`src/bhc_pkg.sv`:
```
// Shared types, constants and tables of the hall commutation block.
package bhc_pkg;

  localparam int PwmBits        = 8;
  localparam int SineFracBits   = 15;
  localparam int ErrCountBits   = 16;
  localparam int AngleBits      = 9;
  localparam int HallBits       = 3;
  localparam int QuarterEntries = 91;
  localparam int SineIdxBits    = $clog2(QuarterEntries);

  localparam logic [63:0] RadPerDegQ30 = 64'd18740330;

  // Item kinds.
  localparam logic KindHall  = 1'b0;
  localparam logic KindAngle = 1'b1;

  // Valid hall codes in rotation order.
  localparam logic [HallBits-1:0] Hall000 = 3'b100;
  localparam logic [HallBits-1:0] Hall060 = 3'b110;
  localparam logic [HallBits-1:0] Hall120 = 3'b010;
  localparam logic [HallBits-1:0] Hall180 = 3'b011;
  localparam logic [HallBits-1:0] Hall240 = 3'b001;
  localparam logic [HallBits-1:0] Hall300 = 3'b101;

  // Configuration register indexes.
  localparam logic [1:0] RegDuty      = 2'd0;
  localparam logic [1:0] RegDirection = 2'd1;
  localparam logic [1:0] RegSineMode  = 2'd2;

  // Phase indexes.
  localparam logic [1:0] PhU = 2'd0;
  localparam logic [1:0] PhV = 2'd1;
  localparam logic [1:0] PhW = 2'd2;

  localparam logic [2:0] EnUV = 3'b011;
  localparam logic [2:0] EnUW = 3'b101;
  localparam logic [2:0] EnVW = 3'b110;
  localparam logic [2:0] EnAll = 3'b111;

  typedef logic [2:0][PwmBits-1:0] cmp_arr_t;

  typedef struct packed {
    logic [AngleBits-1:0]    angle;
    logic [HallBits-1:0]     code;
    logic                    err;
    logic [ErrCountBits-1:0] count;
  } upd_t;

  typedef struct packed {
    logic [2:0] en;
    logic [1:0] hi;
    logic [1:0] lo;
  } step_t;

  typedef logic [SineFracBits-1:0] sine_tab_t [QuarterEntries];

  // Quarter-wave sine in Q0.15 built at elaboration from a Q30 Taylor series.
  function automatic logic [SineFracBits-1:0] quarter_sine(input int unsigned d);
    logic [63:0]        x;
    logic [63:0]        x2;
    logic [63:0]        term;
    logic signed [63:0] sum;
    logic [63:0]        r;
    x    = 64'(d) * RadPerDegQ30;
    x2   = (x * x) >> 30;
    term = x;
    sum  = signed'(x);
    for (int k = 1; k <= 5; k++) begin
      term = ((term * x2) >> 30) / 64'((2 * k) * (2 * k + 1));
      if (k % 2 == 1) begin
        sum = sum - signed'(term);
      end else begin
        sum = sum + signed'(term);
      end
    end
    if (sum < 0) begin
      sum = '0;
    end
    r = (unsigned'(sum) + (64'd1 << (29 - SineFracBits))) >> (30 - SineFracBits);
    if (r > (64'd1 << SineFracBits) - 64'd1) begin
      r = (64'd1 << SineFracBits) - 64'd1;
    end
    return r[SineFracBits-1:0];
  endfunction

  function automatic sine_tab_t build_sine_table();
    sine_tab_t t;
    for (int d = 0; d < QuarterEntries; d++) begin
      t[d] = quarter_sine(d);
    end
    return t;
  endfunction

  localparam sine_tab_t SineTable = build_sine_table();

  // Six-step commutation table: enables, phase driven to duty, phase driven low.
  function automatic step_t step_entry(input logic fwd, input logic [2:0] sector);
    step_t e;
    if (fwd) begin
      case (sector)
        3'd0:    e = '{en: EnUW, hi: PhU, lo: PhW};
        3'd1:    e = '{en: EnVW, hi: PhV, lo: PhW};
        3'd2:    e = '{en: EnUV, hi: PhV, lo: PhU};
        3'd3:    e = '{en: EnUW, hi: PhW, lo: PhU};
        3'd4:    e = '{en: EnVW, hi: PhW, lo: PhV};
        default: e = '{en: EnUV, hi: PhU, lo: PhV};
      endcase
    end else begin
      case (sector)
        3'd0:    e = '{en: EnVW, hi: PhV, lo: PhW};
        3'd1:    e = '{en: EnUV, hi: PhV, lo: PhU};
        3'd2:    e = '{en: EnUW, hi: PhW, lo: PhU};
        3'd3:    e = '{en: EnVW, hi: PhW, lo: PhV};
        3'd4:    e = '{en: EnUV, hi: PhU, lo: PhV};
        default: e = '{en: EnUW, hi: PhU, lo: PhW};
      endcase
    end
    return e;
  endfunction

endpackage

```
`src/bldc_hall_commutation.sv`:
```
// Top level of the hall-sensor BLDC commutation block.
//
//  port group   | direction | contents
//  s_axis_*     | in        | one item: hall sample or angle update
//  m_axis_*     | out       | one result per item: compares, enables, status
//  APB          | in/out    | duty_level, direction, sine_mode registers
//
// An item is registered at the input, then decoded into the result register;
// one item is taken every cycle while the output is not stalled, limited by the
// single combinational pass through the sine table and the three 8x16 multipliers.
// Reset zeroes the config registers, valid flags, angle, compares, enables, code
// and count (input data and hall_error are not reset). A stalled output holds its
// result; the input register keeps taking items as long as the result register can move.
module bldc_hall_commutation (
  input  logic        clk_i,
  input  logic        rst_ni,
  input  logic        s_axis_tvalid,
  output logic        s_axis_tready,
  input  logic [15:0] s_axis_tdata,   // hall_bits[2:0], angle_value[11:3], zero pad
  input  logic        s_axis_tuser,   // kind[0]
  output logic        m_axis_tvalid,
  input  logic        m_axis_tready,
  output logic [55:0] m_axis_tdata,   // compare_u[7:0], compare_v[15:8], compare_w[23:16],
                                      // phase_enables[26:24], current_angle[35:27],
                                      // last_hall_code[38:36], hall_error[39],
                                      // invalid_total[55:40]
  input  logic        psel,
  input  logic        penable,
  input  logic        pwrite,
  input  logic [3:0]  paddr,
  input  logic [31:0] pwdata,
  output logic [31:0] prdata,
  output logic        pready
);
  import bhc_pkg::*;

  // Configuration registers.
  logic [PwmBits-1:0] duty_q;
  logic               dir_q;
  logic               sine_q;
  logic               cfg_wr;

  assign pready = 1'b1;
  assign cfg_wr = psel && penable && pwrite && pready;

  always_ff @(posedge clk_i or negedge rst_ni) begin
    if (!rst_ni) begin
      duty_q <= '0;
      dir_q  <= 1'b0;
      sine_q <= 1'b0;
    end else if (cfg_wr) begin
      case (paddr[3:2])
        RegDuty:      duty_q <= pwdata[PwmBits-1:0];
        RegDirection: dir_q  <= pwdata[0];
        RegSineMode:  sine_q <= pwdata[0];
        default:      ;
      endcase
    end
  end

  always_comb begin
    case (paddr[3:2])
      RegDuty:      prdata = 32'(duty_q);
      RegDirection: prdata = 32'(dir_q);
      RegSineMode:  prdata = 32'(sine_q);
      default:      prdata = '0;
    endcase
  end

  // Input register.
  logic                 in_v_q;
  logic                 kind_q;
  logic [HallBits-1:0]  hall_q;
  logic [AngleBits-1:0] aval_q;
  logic                 fire;

  assign fire          = in_v_q && (!m_axis_tvalid || m_axis_tready);
  assign s_axis_tready = !in_v_q || fire;

  always_ff @(posedge clk_i or negedge rst_ni) begin
    if (!rst_ni) begin
      in_v_q <= 1'b0;
    end else if (s_axis_tready) begin
      in_v_q <= s_axis_tvalid;
    end
  end

  always_ff @(posedge clk_i) begin
    if (s_axis_tvalid && s_axis_tready) begin
      kind_q <= s_axis_tuser;
      hall_q <= s_axis_tdata[2:0];
      aval_q <= s_axis_tdata[11:3];
    end
  end

  // Block state.
  logic [AngleBits-1:0]    angle_q;
  cmp_arr_t                cmp_q;
  logic [2:0]              en_q;
  logic [HallBits-1:0]     code_q;
  logic [ErrCountBits-1:0] count_q;

  upd_t     upd;
  cmp_arr_t sine_cmp;
  cmp_arr_t cmp_d;
  logic [2:0] en_d;
  logic [2:0] sector;
  step_t    step;

  bhc_angle_update u_angle (
    .kind_i      (kind_q),
    .hall_i      (hall_q),
    .angle_val_i (aval_q),
    .angle_i     (angle_q),
    .code_i      (code_q),
    .count_i     (count_q),
    .upd_o       (upd)
  );

  bhc_sine_drive u_sine (
    .angle_i (upd.angle),
    .fwd_i   (dir_q),
    .duty_i  (duty_q),
    .cmp_o   (sine_cmp)
  );

  always_comb begin
    if (upd.angle < AngleBits'(60)) begin
      sector = 3'd0;
    end else if (upd.angle < AngleBits'(120)) begin
      sector = 3'd1;
    end else if (upd.angle < AngleBits'(180)) begin
      sector = 3'd2;
    end else if (upd.angle < AngleBits'(240)) begin
      sector = 3'd3;
    end else if (upd.angle < AngleBits'(300)) begin
      sector = 3'd4;
    end else begin
      sector = 3'd5;
    end
    step = step_entry(dir_q, sector);
  end

  always_comb begin
    cmp_d = cmp_q;
    if (sine_q) begin
      cmp_d = sine_cmp;
      en_d  = EnAll;
    end else begin
      // The phase that is neither driven high nor low keeps its compare.
      cmp_d[step.hi] = duty_q;
      cmp_d[step.lo] = '0;
      en_d           = step.en;
    end
  end

  always_ff @(posedge clk_i or negedge rst_ni) begin
    if (!rst_ni) begin
      angle_q <= '0;
      cmp_q   <= '0;
      en_q    <= '0;
      code_q  <= '0;
      count_q <= '0;
    end else if (fire) begin
      angle_q <= upd.angle;
      cmp_q   <= cmp_d;
      en_q    <= en_d;
      code_q  <= upd.code;
      count_q <= upd.count;
    end
  end

  // Result register.
  logic out_v_q;
  logic err_q;

  always_ff @(posedge clk_i or negedge rst_ni) begin
    if (!rst_ni) begin
      out_v_q <= 1'b0;
    end else if (fire) begin
      out_v_q <= 1'b1;
    end else if (m_axis_tready) begin
      out_v_q <= 1'b0;
    end
  end

  always_ff @(posedge clk_i) begin
    if (fire) begin
      err_q <= upd.err;
    end
  end

  assign m_axis_tvalid = out_v_q;
  assign m_axis_tdata  = {count_q, err_q, code_q, angle_q, en_q,
                          cmp_q[PhW], cmp_q[PhV], cmp_q[PhU]};

`ifndef NO_ASSERTIONS
  a_angle_range: assert property (@(posedge clk_i) disable iff (!rst_ni)
    angle_q < AngleBits'(360))
    else $error("shaft angle out of range");

  a_err_counted: assert property (@(posedge clk_i) disable iff (!rst_ni)
    (m_axis_tvalid && err_q) |-> (count_q != '0))
    else $error("hall error reported with zero invalid count");

  a_fire_result: assert property (@(posedge clk_i) disable iff (!rst_ni)
    fire |=> m_axis_tvalid)
    else $error("processed item produced no result");

  a_ready_busy: assert property (@(posedge clk_i) disable iff (!rst_ni)
    !s_axis_tready |-> (in_v_q && m_axis_tvalid && !m_axis_tready))
    else $error("input stalled without a pending item");
`endif

endmodule

```
`src/bhc_angle_update.sv`:
```
// Hall decoding, direct angle load and invalid-code counting.
module bhc_angle_update (
  input  logic                             kind_i,
  input  logic [bhc_pkg::HallBits-1:0]     hall_i,
  input  logic [bhc_pkg::AngleBits-1:0]    angle_val_i,
  input  logic [bhc_pkg::AngleBits-1:0]    angle_i,
  input  logic [bhc_pkg::HallBits-1:0]     code_i,
  input  logic [bhc_pkg::ErrCountBits-1:0] count_i,
  output bhc_pkg::upd_t                    upd_o
);
  import bhc_pkg::*;

  localparam logic [AngleBits-1:0] FullTurn = AngleBits'(360);

  logic                 hall_ok;
  logic [AngleBits-1:0] hall_deg;

  always_comb begin
    hall_ok  = 1'b1;
    hall_deg = '0;
    case (hall_i)
      Hall000: hall_deg = AngleBits'(0);
      Hall060: hall_deg = AngleBits'(60);
      Hall120: hall_deg = AngleBits'(120);
      Hall180: hall_deg = AngleBits'(180);
      Hall240: hall_deg = AngleBits'(240);
      Hall300: hall_deg = AngleBits'(300);
      default: hall_ok  = 1'b0;
    endcase
  end

  always_comb begin
    upd_o.angle = angle_i;
    upd_o.code  = code_i;
    upd_o.err   = 1'b0;
    upd_o.count = count_i;
    if (kind_i == KindAngle) begin
      upd_o.angle = (angle_val_i >= FullTurn) ? angle_val_i - FullTurn : angle_val_i;
    end else if (hall_ok) begin
      upd_o.angle = hall_deg;
      upd_o.code  = hall_i;
    end else begin
      upd_o.err = 1'b1;
      if (count_i != '1) begin
        upd_o.count = count_i + ErrCountBits'(1);
      end
    end
  end

endmodule

```
`src/bhc_sine_drive.sv`:
```
// Sinusoidal compares for the three phases from the shaft angle.
module bhc_sine_drive (
  input  logic [bhc_pkg::AngleBits-1:0] angle_i,
  input  logic                          fwd_i,
  input  logic [bhc_pkg::PwmBits-1:0]   duty_i,
  output bhc_pkg::cmp_arr_t             cmp_o
);
  import bhc_pkg::*;

  localparam int VBits    = SineFracBits + 1;
  localparam int ProdBits = PwmBits + VBits + 1;

  logic [2:0][AngleBits-1:0] deg;
  logic [AngleBits-1:0]      minus_deg;
  logic [AngleBits-1:0]      plus_deg;

  assign minus_deg = (angle_i >= AngleBits'(120)) ? angle_i - AngleBits'(120)
                                                  : angle_i + AngleBits'(240);
  assign plus_deg  = (angle_i >= AngleBits'(240)) ? angle_i - AngleBits'(240)
                                                  : angle_i + AngleBits'(120);

  assign deg[PhU] = angle_i;
  assign deg[PhV] = fwd_i ? minus_deg : plus_deg;
  assign deg[PhW] = fwd_i ? plus_deg : minus_deg;

  always_comb begin
    logic [AngleBits-1:0]    folded;
    logic                    neg;
    logic [SineFracBits-1:0] mag;
    logic [VBits-1:0]        v;
    logic [ProdBits-1:0]     prod;
    logic [ProdBits-1:0]     shifted;
    for (int p = 0; p < 3; p++) begin
      // Fold the angle onto the first quarter wave.
      neg    = 1'b0;
      folded = deg[p];
      if (deg[p] <= AngleBits'(90)) begin
        folded = deg[p];
      end else if (deg[p] <= AngleBits'(180)) begin
        folded = AngleBits'(180) - deg[p];
      end else if (deg[p] <= AngleBits'(270)) begin
        folded = deg[p] - AngleBits'(180);
        neg    = 1'b1;
      end else begin
        folded = AngleBits'(360) - deg[p];
        neg    = 1'b1;
      end
      mag = SineTable[folded[SineIdxBits-1:0]];
      v   = neg ? (VBits'(1) << SineFracBits) - VBits'(mag)
                : (VBits'(1) << SineFracBits) + VBits'(mag);
      prod = ProdBits'(duty_i) * ProdBits'(v) + (ProdBits'(1) << SineFracBits);
      shifted = prod >> (SineFracBits + 1);
      if (shifted > ProdBits'({PwmBits{1'b1}})) begin
        cmp_o[p] = '1;
      end else begin
        cmp_o[p] = shifted[PwmBits-1:0];
      end
    end
  end

endmodule
```
`config.mk`:
```
export PLATFORM = sky130hd
export DESIGN_NAME = bldc_hall_commutation
export DESIGN_NICKNAME = d
export VERILOG_FILES = /design/src/bhc_pkg.sv /design/src/bldc_hall_commutation.sv /design/src/bhc_angle_update.sv /design/src/bhc_sine_drive.sv
export SDC_FILE = /design/constraint.sdc
export NUM_CORES = 2
export LEC_CHECK = 0
export ABC_CLOCK_PERIOD_IN_PS = 11530
export BUFFER_PORTS_ARGS = -buffer_cell sky130_fd_sc_hd__buf_2
export CORE_AREA = 2 2 220 439
export DETAILED_ROUTE_END_ITERATION = 8
export DIE_AREA = 0 0 222 441
export PLACE_DENSITY = 0.52
export SLEW_MARGIN = 20
export SYNTH_ARGS = -nofsm -noshare
export SYNTH_HDL_FRONTEND = slang
export SYNTH_SLANG_ARGS = --single-unit
```
`constraint.sdc`:
```
create_clock -name clk_i -period 11.53 [get_ports clk_i]
set_input_delay 2.306 -clock clk_i [delete_from_list [all_inputs] [get_ports clk_i]]
set_output_delay 2.306 -clock clk_i [all_outputs]
set_load 0.05 [all_outputs]
```
; Word level (Yosys, flattened, before mapping)
; Memory sizes are Yosys's and may differ from the RTL's.
; Index checks and enable logic that the tools add are counted.
[op_classes]
n_mul = 3
n_addsub = 24
eq_ne = 13
n_lt_le_gt_ge = 27
n_bitwise = 7
n_reduce_logical = 19
n_mux = 56
[ops]
columns = op, n
row1 = 15-bit two-way mux, 6
row2 = 24-bit by 16-bit adder with 25-bit output (second input constant), 3
row3 = 8-bit by 16-bit multiplier with 24-bit output, 3
row4 = 7-bit two-way mux, 10
row5 = 7-bit one-hot mux with 5 select lines, 2
row6 = 16-bit two-way mux, 4
row7 = 9-bit two-way mux, 6
row8 = 16-bit by 15-bit adder with 16-bit output (first input constant), 3
row9 = 16-bit by 15-bit subtractor with 16-bit output (first input constant), 3
row10 = 9-bit one-hot mux with 5 select lines, 1
row11 = 8-bit two-way mux, 5
row12 = 8-bit demux with 2-bit select, 2
row13 = 9-bit by 8-bit > comparator with 1-bit output (second input constant), 3
row14 = 9-bit by 7-bit less-or-equal comparator with 1-bit output (second input constant), 3
row15 = 9-bit by 8-bit less-or-equal comparator with 1-bit output (second input constant), 3
row16 = 9-bit less-or-equal comparator (second input constant), 3
row17 = 24-bit AND, 1
row18 = 24-bit bitwise mux, 1
row19 = 8-bit >= comparator (second input constant), 3
row20 = 24-bit two-way mux, 1
row21 = 24-bit NOT, 1
row22 = 7-bit NOT with 8-bit output, 3
row23 = 8-bit one-hot mux with 3 select lines, 1
row24 = 6-bit by 7-bit subtractor with 7-bit output (first input constant), 3
row25 = 38 further kinds, 75
[word_totals]
mem_count = 3
rom_bits = 5760
word_cells = 168
in_bits = 60
register_bits = 81
out_inout_bits = 91
[memory_table]
columns = memory, words, width, read_ports, rd_clocked_by_memory_dff, wr, line
row1 = (name not given), 128, 15, 1, 0, 0, bhc_sine_drive.sv:48  ; mag = SineTable[folded[SineIdxBits-1:0]];
row2 = (name not given), 128, 15, 1, 0, 0, bhc_sine_drive.sv:48
row3 = (name not given), 128, 15, 1, 0, 0, bhc_sine_drive.sv:48

; Depth between registers and ports, before layout
[logic_depth]
word_depth = 23
mapped_depth = 64
ltp_nobuf = 59

; By module
; Synthesis repeated with hierarchy kept, for this count alone.
[hier_totals]
cells_unflattened = 3625
hier_area_um2 = 28319.7
[by_module_without_submodules]
columns = mod, cells_each, seq_area_each_um2, instances, area_per_inst_um2
row1 = bhc_sine_drive, 3151, 0.0, 1, 23512.6
row2 = bldc_hall_commutation, 317, 2097.0, 1, 3803.6
row3 = bhc_angle_update, 157, 0.0, 1, 1003.5

; Worst setup path before layout
; Ideal clock, no wire load.
[synth_timing]
kind = register to register
startpoint = reg angle_q[2]
endpoint = reg cmp_q, in the netlist m_axis_tdata[13]
stages_incl_launch_ff = 58
synth_period_minus_slack_ns = 12.377
setup_time_ns = 0.083
path_buffers = 6
arrival_time_ns = 12.294
path_slack_ns = -0.847
required_time_ns = 11.447
path_cell_list = dfrtp_1 -> nor3b_1 -> o211ai_1 -> and2_1 -> buf_4 -> clkbuf_1 -> clkbuf_1 -> ha_1 -> nand4_1 -> a211oi_1 -> o21ai_1 -> a21oi_1 -> or2_1 -> buf_4 -> inv_4 -> ha_1 -> o2111a_1 -> o32ai_4 -> (+22 left out) -> fa_1 -> inv_1 -> ha_1 -> a21o_1 -> a21o_1 -> a21o_1 -> a21o_1 -> a21o_1 -> a21o_1 -> a21o_1 -> a21oi_1 -> o21ai_0 -> o31ai_1 -> o2111ai_1 -> a21oi_1 -> xnor2_1 -> o21ba_2 -> o21ai_0
[synth_via]
elab_chain_cells = 20
elab_cells_between_ends = 65
classes_between = add/sub (10) / mul (1) / order compare (15) / eq/ne (4) / mux (28) / bitwise (3) / reduce/logical (3) / memory (1)
[synth_lines]
columns = item, line
row1 = "start, declared", bldc_hall_commutation.sv:97  ; logic [AngleBits-1:0] angle_q;
row2 = "start signal, assigned", bldc_hall_commutation.sv:165  ; angle_q <= upd.angle;
row3 = 12-bit two-way mux *, bhc_angle_update.sv:39  ; end else if (hall_ok) begin
row4 = 9-bit two-way mux *, bhc_angle_update.sv:37  ; if (kind_i == KindAngle) begin
row5 = 9-bit by 7-bit adder with 9-bit output (tied with other cells), bhc_sine_drive.sv:20  ; : angle_i + AngleBits'(120);
row6 = 9-bit two-way mux (on tied branches), "bhc_sine_drive.sv:19, bhc_sine_drive.sv:17"
row7 = 9-bit two-way mux, bhc_sine_drive.sv:23  ; assign deg[PhV] = fwd_i ? minus_deg : plus_deg;
row8 = 9-bit less-or-equal comparator (tied with other cells), bhc_sine_drive.sv:41  ; end else if (deg[p] <= AngleBits'(270)) begin
row9 = 7-bit two-way mux, bhc_sine_drive.sv:41
row10 = 7-bit two-way mux, bhc_sine_drive.sv:39  ; end else if (deg[p] <= AngleBits'(180)) begin
row11 = (+3 left out), --
row12 = 15-bit two-way mux (not written as such) (2 in a row), bhc_sine_drive.sv:48
row13 = 16-bit by 15-bit adder with 16-bit output or 16-bit by 15-bit subtractor with 16-bit output (tied branches), "bhc_sine_drive.sv:50, bhc_sine_drive.sv:49"
row14 = 16-bit two-way mux, bhc_sine_drive.sv:49  ; v = neg ? (VBits'(1) << SineFracBits) - VBits'(mag)
row15 = 8-bit by 16-bit multiplier with 24-bit output, bhc_sine_drive.sv:51  ; prod = ProdBits'(duty_i) * ProdBits'(v) + (ProdBits'(1) << SineFracBits);
row16 = 24-bit by 16-bit adder with 25-bit output, bhc_sine_drive.sv:51
row17 = 9-bit by 8-bit > comparator with 1-bit output, bhc_sine_drive.sv:53  ; if (shifted > ProdBits'({PwmBits{1'b1}})) begin
row18 = 8-bit two-way mux, bhc_sine_drive.sv:53
row19 = 24-bit two-way mux *, bldc_hall_commutation.sv:146  ; if (sine_q) begin
row20 = "end signal, assigned", bldc_hall_commutation.sv:166  ; cmp_q <= cmp_d;
row21 = "end, declared", bldc_hall_commutation.sv:98  ; cmp_arr_t cmp_q;
; Mark *: on every way between the ends. The rest lies on a longest branch, timed or not. The select of a mux whose other input is x is not followed.
; A chain may end at the register's enable or synchronous reset.

==> metrics <==
outcome=complete, but fails checks; violated checks=negative setup slack; worst slew pin tran=1.10 ns; main combinational cell family by area after synthesis=adder cells; core footprint=0.0947 mm2; largest net degree at the start of global routing=68; Final Max Tran Viols=0; critical path's slowest cell=o32ai_1; post-synthesis compound-gate area fraction=26.3%; worst skew pair latency=0.40 ns; Post-synth EDFFs=14; FMAX=86.7 MHz; final critical-path required period=11.54 ns; Main synth FF type=dfrtp_1; initial core utilization=29.7%; synthesis-to-finish area growth=34.7%; Max stage delay on crit path=0.56 ns; Boundary Pins=151; GRT Resource Usage Total=22.7%; Congestion Overflow GR=0; number of distinct library cells after synthesis=138; Min Hold Slack=0.481 ns; Clock Skew=0.0190 ns; first-pass GRT wire length=177,000 um; clock sink count=81; unrepaired setup endpoints after global routing=true; worst slack, placed=-0.770 ns; Syn Inst Count=3,654; depth of the CTS H-tree=3; post-synthesis sequential area ratio=7.45%; share of post-route cells with drive strength above 1=32.2%; first-iteration detailed-routing DRC count=2,555; DIE HEIGHT=441 um; clock root cell=clkbuf_16; # diodes=0; final hold vios=0; worst-path fanout max=7; Post-layout nets=4,901; IO buf count=95; xor and xnor area share after synthesis=2.54%; Post-Synth Simple-Gate Area=22.7%; worst hold path type=reg -> reg; Final Setup Violations=2; mux share of post-synthesis cell area=3.39%; wire per inst=20.1 um; Synth Warn #=0; slew margin rel.=26.5%; Routed WL=112,000 um; Post-Syn Area=0.0281 mm2; period utilization=100%; vias=31,000; clock buffer count from CTS=9; post-DP HPWL=87,200 um; Adder-Cell Fraction of Synth Area=27.7%; initial antenna violation count=2; setup ws final=-0.00772 ns; drt first pass iters=6; cell row count=160; FFs w/ async S/R, synth=82.7%; crit end category=register; DR DRC count=0; TritonCTS clock tree=yes; WS Path Type=reg -> reg; flops & latches, synth=81; Core Util, Final=40.1%; DIE WIDTH=222 um; Crit path required time=11.77 ns; GPL Wtd Cong=0.942; CP Data Arrival Time=11.78 ns; CP Launch Type=register; number of global-route vias before repair=31,700; vias per inst=5.54; Syn Area/Cell=7.70 um2; CTS clk-pin slew, worst paths=0.07 ns; Total Die Area=0.0979 mm2; max cap viols=0; CP dominant cell by count=buf_4; ANT nets after route=0; CTS Buffer Depth=2
cells by family after synthesis:
| group | Yosys count |
|---|---|
| and+or+nand+nor | 1297 |
| AOI/OAI and AO/OA | 992 |
| buffers and inverters | 646 |
| adders and majority gates | 474 |
| muxes | 82 |
| DFF | 81 |
| xor gates and xnor gates | 80 |
| other | 2 |
routing by layer:
| metal | GRT usage, % | vias to the layer above | share of wire [%] | routed length, um |
|---|---|---|---|---|
| met5 | 0 | - | 0 | 0 |
| met4 | 10.1 | 0 | 4.8 | 5340 |
| met3 | 2.33 | 251 | 4.8 | 5380 |
| met2 | 39.6 | 1092 | 48 | 54200 |
| met1 | 28.3 | 15200 | 42 | 47300 |
| li1 | - | 14400 | - | - |
path summary, 6_finish.rpt:
| check | start | end | slack (ns) | cells after the start |
|---|---|---|---|---|
| max | aval_q[3] | m_axis_tdata[21] | -0.008 | 52 |
| min | en_q[1] | en_q[1] | 0.48 | 2 |
| max reg2reg | aval_q[3] | m_axis_tdata[21] | -0.008 | 52 |
| min reg2reg | en_q[1] | en_q[1] | 0.48 | 2 |
| max in group asynchronous | rst_ni | duty_q[4] | 8.76 | 1 |
| min in group asynchronous | rst_ni | m_axis_tdata[12] | 2.08 | 1 |
placed cells by master (no fill, tap or decap), types with 34 or more instances in the layout:
| cell | n |
|---|---|
| buf_6 | 37 |
| nand3_1 | 118 |
| inv_1 | 319 |
| ha_1 | 197 |
| xnor2_1 | 43 |
| buf_4 | 816 |
| a21oi_1 | 138 |
| o211ai_1 | 55 |
| a211oi_1 | 36 |
| a21o_1 | 48 |
| buf_2 | 94 |
| nor3_1 | 75 |
| o21ai_1 | 38 |
| a31oi_1 | 35 |
| nor2_1 | 278 |
| o21ai_0 | 129 |
| mux2i_1 | 48 |
| dfrtp_1 | 64 |
| and3_1 | 34 |
| fa_1 | 245 |
| a22oi_1 | 59 |
| nand2_1 | 368 |
| and2_1 | 138 |
through the flow:
step / TNS [ns] / area (um2) / std cells
after floorplan: 0 / 28400 / 3677
after global placement: -9.24 / 35300 / 5499
after detailed placement: -10.13 / 35300 / 5499
after CTS: -0.0289 / 36900 / 5558
after global routing: -5.46 / 37900 / 5588
final: -0.0147 / 37900 / 5588
critical path, delay by kind of cell (launching register included):
kind,cells,cell delay [ns]
buffers and inverters,13,1.54
xor gates and xnor gates,1,0.13
muxes,1,0.36
adders and majority gates,7,2.57
and+or+nand+nor,7,1.50
DFF,1,0.41
AOI/OAI and AO/OA,23,4.84
flip-flops by register name, summed over array words and instances, names as in the netlist:
register       flops
m_axis_tvalid      1
duty_q             8
in_v_q             1
angle_q            9
sine_q             1
code_q             3
count_q           16
aval_q             9
en_q               3
kind_q             1
dir_q              1
err_q              1
hall_q             3
m_axis_tdata      24
synth_stat cells (all sizes together), types with 26 or more instances:
master / instances / share of area (%)
o21ai: 180 / 3.2
buf: 135 / 3.0
ha: 224 / 10
o211ai: 58 / 1.6
nor4: 38 / 0.94
and2: 145 / 3.2
clkbuf: 154 / 2.1
and3: 37 / 0.82
or3: 33 / 0.73
mux2i: 55 / 2.1
o31ai: 30 / 0.98
fa: 249 / 18
nand3: 125 / 2.3
a211oi: 62 / 1.9
a31oi: 42 / 1.0
nand2b: 37 / 0.82
a21o: 48 / 1.3
a22oi: 63 / 1.7
nor2: 305 / 4.1
dfrtp: 67 / 6.0
inv: 354 / 4.8
o311ai: 33 / 1.1
a311oi: 26 / 0.90
nand2: 378 / 5.1
nor3: 95 / 1.9
nand4: 28 / 0.70
xnor2: 61 / 2.0
a21oi: 169 / 3.2
final cells by class:
class / instances / area [um2]
fill: 9725 / 56800
multi-input combinational: 2950 / 25200
timing repair buffer: 969 / 7440
sequential: 81 / 2100
tap: 1215 / 1520
inverter: 357 / 1380
clock buffer: 9 / 225
clock inverter: 7 / 78.8
repair_timing:
action,4_1_cts,5_1_grt
hold buffers,0,0
setup endpoints to repair,23,24
setup buffers,46,32
pin swaps,125,140
resized for setup,215,173
Power is left out: the tool's default activity adds up to more than one toggle a clock period on the data nets, which glitch-free logic cannot reach.
